`src/hdl/dbmr_pkg.sv`:
```
// ----------------------------------------------------------------------------
// dbmr_pkg: shared types and codes for the doorbell mailbox registers
// Request kinds, register indexes, status bit positions and the beat structs
// that pass between the pipeline stages.
// ----------------------------------------------------------------------------
package dbmr_pkg;

   localparam int DataWidth = 32;
   localparam int StatusWidth = 4;

   localparam int StReadyBit = 0;
   localparam int StGuestReadyBit = 1;
   localparam int StInPendingBit = 2;

   localparam logic [StatusWidth-1:0] StatusResetValue = 4'h1;

   typedef enum logic [1:0] {
      KIND_GUEST_READ   = 2'd0,
      KIND_GUEST_WRITE  = 2'd1,
      KIND_HOST_PUBLISH = 2'd2,
      KIND_HOST_CONSUME = 2'd3
   } req_kind_type;

   typedef enum logic [3:0] {
      REG_STATUS       = 4'd0,
      REG_OUT_BASE     = 4'd1,
      REG_OUT_LENGTH   = 4'd2,
      REG_OUT_WRITE    = 4'd3,
      REG_OUT_READ     = 4'd4,
      REG_OUT_DOORBELL = 4'd5,
      REG_IN_BASE      = 4'd6,
      REG_IN_LENGTH    = 4'd7,
      REG_IN_WRITE     = 4'd8,
      REG_IN_READ      = 4'd9,
      REG_IN_DOORBELL  = 4'd10,
      REG_IRQ_ENABLE   = 4'd11
   } reg_index_type;

   typedef struct packed {
      req_kind_type         kind;
      logic [3:0]           reg_index;
      logic [DataWidth-1:0] value;
   } req_item_type;

   typedef struct packed {
      logic [DataWidth-1:0] read_data;
      logic                 irq_level;
      logic                 host_notify;
      logic                 bad_access;
   } rsp_item_type;

endpackage

```
`src/hdl/doorbell_mailbox_registers.sv`:
```
// ----------------------------------------------------------------------------
// doorbell_mailbox_registers: two-way mailbox register block with doorbells
// Guest register accesses and host index events read or update the mailbox state
// and give one response beat each, carrying read data and interrupt status.
// ----------------------------------------------------------------------------
//   Channel  Direction  Ports                                   Beat
//   req      in         req_type, req_reg_index, req_value       one request
//   rsp      out        rsp_read_data, rsp_irq_level,            one response
//                       rsp_host_notify, rsp_bad_access
//   csr      in         csr_notify_enabled                       register write
//
// Each request is captured in an input register and decoded by the register
// file once the output register is free to take its response, which is then
// held there; one request is taken in every cycle while rsp_ready stays high.
// Synchronous reset restores the control flags and the mailbox registers.
// A stalled response holds the output register and the input register fills
// behind it; req_ready then drops until rsp_ready returns.
module doorbell_mailbox_registers
   import dbmr_pkg::*;
(
   input  logic                 clock,
   input  logic                 reset,
   input  logic                 req_valid,
   output logic                 req_ready,
   input  logic [1:0]           req_type,
   input  logic [3:0]           req_reg_index,
   input  logic [DataWidth-1:0] req_value,
   output logic                 rsp_valid,
   input  logic                 rsp_ready,
   output logic [DataWidth-1:0] rsp_read_data,
   output logic                 rsp_irq_level,
   output logic                 rsp_host_notify,
   output logic                 rsp_bad_access,
   input  logic                 csr_valid,
   output logic                 csr_ready,
   input  logic                 csr_notify_enabled
);

   req_item_type in_item, stage_item;
   rsp_item_type step_result;
   rsp_item_type rsp_ff, rsp_in;
   logic         rsp_valid_ff, rsp_valid_in;
   logic         notify_ff, notify_in;
   logic         stage_valid, step;

   assign in_item.kind = req_kind_type'(req_type);
   assign in_item.reg_index = req_reg_index;
   assign in_item.value = req_value;

   assign step = stage_valid && (!rsp_valid_ff || rsp_ready);

   dbmr_in_stage u_in_stage (
      .clock     (clock),
      .reset     (reset),
      .in_valid  (req_valid),
      .in_ready  (req_ready),
      .in_item   (in_item),
      .out_valid (stage_valid),
      .out_take  (step),
      .out_item  (stage_item)
   );

   dbmr_regfile u_regfile (
      .clock          (clock),
      .reset          (reset),
      .step           (step),
      .notify_enabled (notify_ff),
      .item           (stage_item),
      .result         (step_result)
   );

   assign csr_ready = 1'b1;
   assign notify_in = (csr_valid && csr_ready) ? csr_notify_enabled : notify_ff;

   assign rsp_valid_in = step || (rsp_valid_ff && !rsp_ready);
   assign rsp_in = step ? step_result : rsp_ff;

   always_ff @(posedge clock) begin
      if (reset) begin
         rsp_valid_ff <= 1'b0;
         notify_ff <= 1'b0;
      end else begin
         rsp_valid_ff <= rsp_valid_in;
         notify_ff <= notify_in;
      end
      rsp_ff <= rsp_in;
   end

   assign rsp_valid = rsp_valid_ff;
   assign rsp_read_data = rsp_ff.read_data;
   assign rsp_irq_level = rsp_ff.irq_level;
   assign rsp_host_notify = rsp_ff.host_notify;
   assign rsp_bad_access = rsp_ff.bad_access;

endmodule

```
`src/hdl/dbmr_in_stage.sv`:
```
// ----------------------------------------------------------------------------
// dbmr_in_stage: request input register
// Captures one request beat and holds it until the register stage takes it.
// ----------------------------------------------------------------------------
module dbmr_in_stage
   import dbmr_pkg::*;
(
   input  logic         clock,
   input  logic         reset,
   input  logic         in_valid,
   output logic         in_ready,
   input  req_item_type in_item,
   output logic         out_valid,
   input  logic         out_take,
   output req_item_type out_item
);

   logic         valid_ff, valid_in;
   req_item_type item_ff, item_in;

   assign in_ready = !valid_ff || out_take;
   assign valid_in = (in_valid && in_ready) || (valid_ff && !out_take);
   assign item_in = (in_valid && in_ready) ? in_item : item_ff;

   always_ff @(posedge clock) begin
      if (reset) begin
         valid_ff <= 1'b0;
      end else begin
         valid_ff <= valid_in;
      end
      item_ff <= item_in;
   end

   assign out_valid = valid_ff;
   assign out_item = item_ff;

endmodule

```
`src/hdl/dbmr_regfile.sv`:
```
// ----------------------------------------------------------------------------
// dbmr_regfile: mailbox register file and side-effect logic
// Holds the guest-visible registers, status and interrupt line, decodes one
// request and forms its result.
// ----------------------------------------------------------------------------
module dbmr_regfile
   import dbmr_pkg::*;
(
   input  logic         clock,
   input  logic         reset,
   input  logic         step,
   input  logic         notify_enabled,
   input  req_item_type item,
   output rsp_item_type result
);

   logic [StatusWidth-1:0] status_ff, status_in;
   logic [DataWidth-1:0]   out_base_ff, out_base_in;
   logic [DataWidth-1:0]   out_length_ff, out_length_in;
   logic [DataWidth-1:0]   out_producer_ff, out_producer_in;
   logic [DataWidth-1:0]   out_consumer_ff, out_consumer_in;
   logic                   out_doorbell_ff, out_doorbell_in;
   logic [DataWidth-1:0]   in_base_ff, in_base_in;
   logic [DataWidth-1:0]   in_length_ff, in_length_in;
   logic [DataWidth-1:0]   in_producer_ff, in_producer_in;
   logic [DataWidth-1:0]   in_consumer_ff, in_consumer_in;
   logic                   in_doorbell_ff, in_doorbell_in;
   logic                   irq_allowed_ff, irq_allowed_in;
   logic                   irq_line_ff, irq_line_in;
   logic [DataWidth-1:0]   read_data;
   logic                   notify, bad;

   always_comb begin
      status_in = status_ff;
      out_base_in = out_base_ff;
      out_length_in = out_length_ff;
      out_producer_in = out_producer_ff;
      out_consumer_in = out_consumer_ff;
      out_doorbell_in = out_doorbell_ff;
      in_base_in = in_base_ff;
      in_length_in = in_length_ff;
      in_producer_in = in_producer_ff;
      in_consumer_in = in_consumer_ff;
      in_doorbell_in = in_doorbell_ff;
      irq_allowed_in = irq_allowed_ff;
      irq_line_in = irq_line_ff;
      read_data = '0;
      notify = 1'b0;
      bad = 1'b0;
      case (item.kind)
         KIND_GUEST_READ: begin
            case (item.reg_index)
               REG_STATUS:       read_data = DataWidth'(status_ff);
               REG_OUT_BASE:     read_data = out_base_ff;
               REG_OUT_LENGTH:   read_data = out_length_ff;
               REG_OUT_WRITE:    read_data = out_producer_ff;
               REG_OUT_READ:     read_data = out_consumer_ff;
               REG_OUT_DOORBELL: read_data = DataWidth'(out_doorbell_ff);
               REG_IN_BASE:      read_data = in_base_ff;
               REG_IN_LENGTH:    read_data = in_length_ff;
               REG_IN_WRITE:     read_data = in_producer_ff;
               REG_IN_READ:      read_data = in_consumer_ff;
               REG_IN_DOORBELL:  read_data = DataWidth'(in_doorbell_ff);
               REG_IRQ_ENABLE:   read_data = DataWidth'(irq_allowed_ff);
               default:          bad = 1'b1;
            endcase
         end
         KIND_GUEST_WRITE: begin
            case (item.reg_index)
               REG_STATUS:     status_in = item.value[StatusWidth-1:0];
               REG_OUT_BASE: begin
                  out_base_in = item.value;
                  status_in[StGuestReadyBit] = 1'b1;
               end
               REG_OUT_LENGTH: out_length_in = item.value;
               REG_OUT_WRITE, REG_OUT_READ: out_consumer_in = item.value;
               REG_OUT_DOORBELL: begin
                  if (item.value == '0) begin
                     out_doorbell_in = 1'b0;
                     irq_line_in = 1'b0;
                  end
               end
               REG_IN_BASE:    in_base_in = item.value;
               REG_IN_LENGTH:  in_length_in = item.value;
               REG_IN_WRITE:   in_producer_in = item.value;
               REG_IN_READ:    in_consumer_in = item.value;
               REG_IN_DOORBELL: begin
                  if (item.value == DataWidth'(1)) begin
                     in_doorbell_in = 1'b1;
                     status_in[StInPendingBit] = 1'b1;
                     notify = notify_enabled;
                  end else begin
                     in_doorbell_in = 1'b0;
                     status_in[StInPendingBit] = 1'b0;
                  end
               end
               REG_IRQ_ENABLE: begin
                  irq_allowed_in = (item.value != '0);
                  if (item.value == '0) begin
                     irq_line_in = 1'b0;
                  end
               end
               default: bad = 1'b1;
            endcase
         end
         KIND_HOST_PUBLISH: begin
            out_producer_in = item.value;
            out_doorbell_in = 1'b1;
            if (irq_allowed_ff) begin
               irq_line_in = 1'b1;
            end
         end
         KIND_HOST_CONSUME: begin
            in_consumer_in = item.value;
         end
         default: begin
            in_consumer_in = item.value;
         end
      endcase
   end

   always_ff @(posedge clock) begin
      if (reset) begin
         status_ff <= StatusResetValue;
         out_base_ff <= '0;
         out_length_ff <= '0;
         out_producer_ff <= '0;
         out_consumer_ff <= '0;
         out_doorbell_ff <= 1'b0;
         in_base_ff <= '0;
         in_length_ff <= '0;
         in_producer_ff <= '0;
         in_consumer_ff <= '0;
         in_doorbell_ff <= 1'b0;
         irq_allowed_ff <= 1'b0;
         irq_line_ff <= 1'b0;
      end else if (step) begin
         status_ff <= status_in;
         out_base_ff <= out_base_in;
         out_length_ff <= out_length_in;
         out_producer_ff <= out_producer_in;
         out_consumer_ff <= out_consumer_in;
         out_doorbell_ff <= out_doorbell_in;
         in_base_ff <= in_base_in;
         in_length_ff <= in_length_in;
         in_producer_ff <= in_producer_in;
         in_consumer_ff <= in_consumer_in;
         in_doorbell_ff <= in_doorbell_in;
         irq_allowed_ff <= irq_allowed_in;
         irq_line_ff <= irq_line_in;
      end
   end

   assign result.read_data = read_data;
   assign result.irq_level = irq_line_in;
   assign result.host_notify = notify;
   assign result.bad_access = bad;

endmodule

```
`config.mk`:
```
export PLATFORM = sky130hd
export DESIGN_NAME = doorbell_mailbox_registers
export DESIGN_NICKNAME = d
export VERILOG_FILES = /design/src/hdl/dbmr_pkg.sv /design/src/hdl/doorbell_mailbox_registers.sv /design/src/hdl/dbmr_in_stage.sv /design/src/hdl/dbmr_regfile.sv
export SDC_FILE = /design/constraint.sdc
export NUM_CORES = 1
export LEC_CHECK = 0
export BUFFER_PORTS_ARGS = -buffer_cell sky130_fd_sc_hd__clkbuf_2
export CAP_MARGIN = 10
export CORE_AREA = 3 3 148 150
export CTS_BUF_LIST = sky130_fd_sc_hd__clkbuf_4 sky130_fd_sc_hd__clkbuf_8
export CTS_CLUSTER_SIZE = 10
export DETAILED_ROUTE_END_ITERATION = 6
export DIE_AREA = 0 0 151 153
export HOLD_SLACK_MARGIN = 0.05
export PLACE_DENSITY_LB_ADDON = 0.12
export SLEW_MARGIN = 20
export SYNTH_ARGS = -nofsm -noshare
export SYNTH_HDL_FRONTEND = slang
export SYNTH_SLANG_ARGS = --single-unit
```
`constraint.sdc`:
```
create_clock -name clock -period 4.42 [get_ports clock]
set_input_delay 0.442 -clock clock [delete_from_list [all_inputs] [get_ports clock]]
set_output_delay 0.442 -clock clock [all_outputs]
set_load 0.005 [all_outputs]
```
==> reports/metrics.csv <==
stage;metric;value;unit
timing;final setup TNS;0;ns
timing;Tcrit/Tclk final;0.708;
critical_path;worst path arrival time;3.62;ns
timing;RSZ-0062 raised after global routing;no;
final_layout;Fillers;1593;
logic_synthesis;sequential-to-total area share from yosys stat;0.562;
floorplan;Die Span Y;153;um
floorplan;initial core utilization;0.645;
critical_path;CP Class;flip-flop to flip-flop;
critical_path;CP Max Fanout;33;
grt;first-pass GRT wire length;60400;um
logic_synthesis;Avg Inst Size Synth;8.70;um^2
logic_synthesis;Mapped Cells;1542;
route;vias per cell;6.18;
timing;Hold Vio Cnt, Final;0;
route;DRC viols;0;
placed_design;Routability Congestion;0.857;
timing;Rel. slew slack;0.284;
clock_tree;clk slew on worst S/H paths;0.07;ns
final_layout;commonest cells after routing, fill and taps aside;nand2_1, dfxtp_1, a21oi_1, a22oi_1, clkbuf_2;
route;initial drt markers;1411;
route;first drt pass iteration count;5;
logic_synthesis;Yosys top cell area share;0.398;
route;drt total wl;38500;um
clock_tree;CTS tree;done;
worst_hold_path;HP Class;input port to flip-flop;
placed_design;post-place setup slack;1.41;ns
power;P per Cell Area;417;nW/um^2
final_layout;multi-input logic area;5250;um^2
timing;setup violators final;0;
final_layout;share of layout cells above drive strength 1;0.135;
power;Worst VDD drop;0.348;mV
critical_path;CP bufs+invs;2;
final_layout;Final #Nets;1639;
placed_design;hpwl dp;21200;um
logic_synthesis;Syn Std Cell Area;13400;um^2
critical_path;CP startpoint kind;flip-flop;
logic_synthesis;number of flops mapped to enable cells by yosys;73;
critical_path;Critical Path, Cell by Cell;nand2_1 -> nor3_4 -> buf_4 -> o21a_1 -> buf_4 -> nand2_1 -> a21oi_1;
critical_path;Worst EP required;4.91;ns
grt;GRT Total Usage;0.328;
final_layout;commonest non-fill, non-tap cell in the layout;nand2_1;
placed_design;Placed Cells;1773;
job;max capacitance violation total;0;
floorplan;Ports;82;
clock_tree;Clock Path Buffers;3;
clock_tree;Clk Latency, worst-skew pair;0.57;ns
timing;post-route setup slack;1.29;ns
final_layout;post-layout instance area;15300;um^2
final_layout;n_diodes;0;
clock_tree;clk root buf;clkbuf_8;
placed_design;Placed Area;13800;um^2
critical_path;CP top delay family;compound AO/OA/AOI/OAI gates;
timing;Max Slew Vio Count;0;
grt;number of global-route vias before repair;11318;
critical_path;critical path's slowest cell;edfxtp_1;
floorplan;FP Rows;53;
clock_tree;CTS resizes;0;
grt;antenna violations before repair;0;
logic_synthesis;ys async rst share;0;
logic_synthesis;Synth cell types;50;
run_status;status;completed;
floorplan;Die X-Extent;151;um
floorplan;core area;20800;um^2
power;Pleak;4.97;nW
grt;grt ovf;0;
timing;Clock Skews;0.0140;ns
clock_tree;total CTS buffers;53;
final_layout;Synth-to-Final Area Change;14.2;%
route;DR vias;11812;
logic_synthesis;synth warn;0;
final_layout;fin cells;1910;
timing;Slew @ Worst Pin;1.07;ns
timing;f_max;0.320;GHz
route;antenna-violating nets left;0;
floorplan;die area;23100;um^2
grt;largest net degree at the start of global routing;138;
clock_tree;htree depth;2;
logic_synthesis;Synth area leaders;dfxtp_1, edfxtp_1, nand2_1;
logic_synthesis;largest area contributor in the netlist;dfxtp_1;
logic_synthesis;synthesis-stage register bit count;340;
placed_design;PortBufs;80;
logic_synthesis;Main synth FF type;dfxtp_1;
critical_path;endpoint type of the worst setup path;flip-flop;
final_layout;Sequential Area;7540;um^2
clock_tree;clk sink count;340;
logic_synthesis;syn nets;1590;
timing;Final Critical Period;3.13;ns
critical_path;delay of the slowest cell on the worst path;0.78;ns
route;WL/cell;20.2;um
==> what timing repair did <==
item	4_1_cts	5_1_grt
hold endpoints to repair	38	0
hold buffers	38	0
setup buffers	0	0
endpoints found under the setup margin	0	0
==> state kept, by name (all words and copies together), names as in the netlist <==
signal / cells
notify_ff: 1
rsp_bad_access: 1
rsp_host_notify: 1
rsp_irq_level: 1
rsp_read_data: 32
rsp_valid: 1
u_in_stage.out_item: 38
u_in_stage.out_valid: 1
u_regfile.in_base_ff: 32
u_regfile.in_consumer_ff: 32
u_regfile.in_doorbell_ff: 1
u_regfile.in_length_ff: 32
u_regfile.in_producer_ff: 32
u_regfile.irq_allowed_ff: 1
u_regfile.irq_line_ff: 1
u_regfile.out_base_ff: 32
u_regfile.out_consumer_ff: 32
u_regfile.out_doorbell_ff: 1
u_regfile.out_length_ff: 32
u_regfile.out_producer_ff: 32
u_regfile.status_ff: 4
==> kinds of logic after synthesis <==
family | Yosys count | share of synthesized area
AO/OA/AOI/OAI | 434 | 0.197
buffers and inverters | 157 | 0.0503
adder cells (fa/ha/maj) | 4 | 0.00373
multiplexers | 3 | 0.00233
AND/OR/NAND/NOR | 603 | 0.185
flip-flops | 340 | 0.562
other | 1 | 0.000279
==> routing by layer <==
| layer | part of all wire | GRT usage | up-vias |
|---|---|---|---|
| li1 | - | - | 5413 |
| met1 | 0.40 | 0.456 | 5645 |
| met2 | 0.47 | 0.525 | 648 |
| met3 | 0.093 | 0.0516 | 106 |
| met4 | 0.031 | 0.112 | 0 |
| met5 | 0 | 0 | - |
==> area by class of cell <==
cell class	instances	share of cell area
sequential	340	0.492
clock buffer	85	0.0682
timing repair buffer	146	0.0659
clock inverter	14	0.00800
inverter	5	0.00122
tap	275	0.0224
multi-input combinational	1045	0.343
==> power breakdown <==
part           switching [mW]  internal (mW)
sequential             0.0741           3.23
clock                    1.23           1.62
combinational           0.160         0.0833
==> synth_stat cells, types with 2 or more instances <==
cell	count
edfxtp_1	73
nand4_1	3
inv_1	5
a221oi_1	4
ha_1	4
nor2b_1	3
a21oi_1	263
nand2_1	528
buf_4	6
a222oi_1	3
nand3_1	5
and3_1	5
nor2_1	18
a22oi_1	119
nor3_1	6
and2_1	4
buf_2	49
a31oi_1	4
nor3b_1	2
a41oi_1	28
a22o_1	3
nand2b_1	6
clkbuf_1	96
nor3_2	4
mux2i_1	2
dfxtp_1	267
nor4_1	8
o21ai_0	2
==> per-stage QoR <==
step	power, mW	hold slack, ns	util
3_5_place_dp	3.58	0.446	0.662
6_report	6.39	0.108	0.736
3_3_place_gp	3.57	0.441	0.662
2_1_floorplan	3.48	0.431	-
4_1_cts	6.40	0.0820	0.736
5_1_grt	6.57	0.107	0.736
==> worst register-to-register path: cells and delay by family, from the launching register on <==
kind	cells	cell delay [ns]
buf+inv	2	0.82
compound gates	2	0.86
flops	1	0.78
simple gates	3	0.59
==> path summary, 6_finish.rpt <==
check	from	to	slack (ns)	depth (start not counted)
max	u_in_stage.out_item[33]	u_regfile.out_consumer_ff[20]	1.29	7
min	req_valid	u_in_stage.out_valid	0.11	3
max reg2reg	u_in_stage.out_item[33]	u_regfile.out_consumer_ff[20]	1.29	7
min reg2reg	u_regfile.out_producer_ff[29]	u_regfile.out_producer_ff[29]	0.45	2
Power figures use the tool's default switching activity.
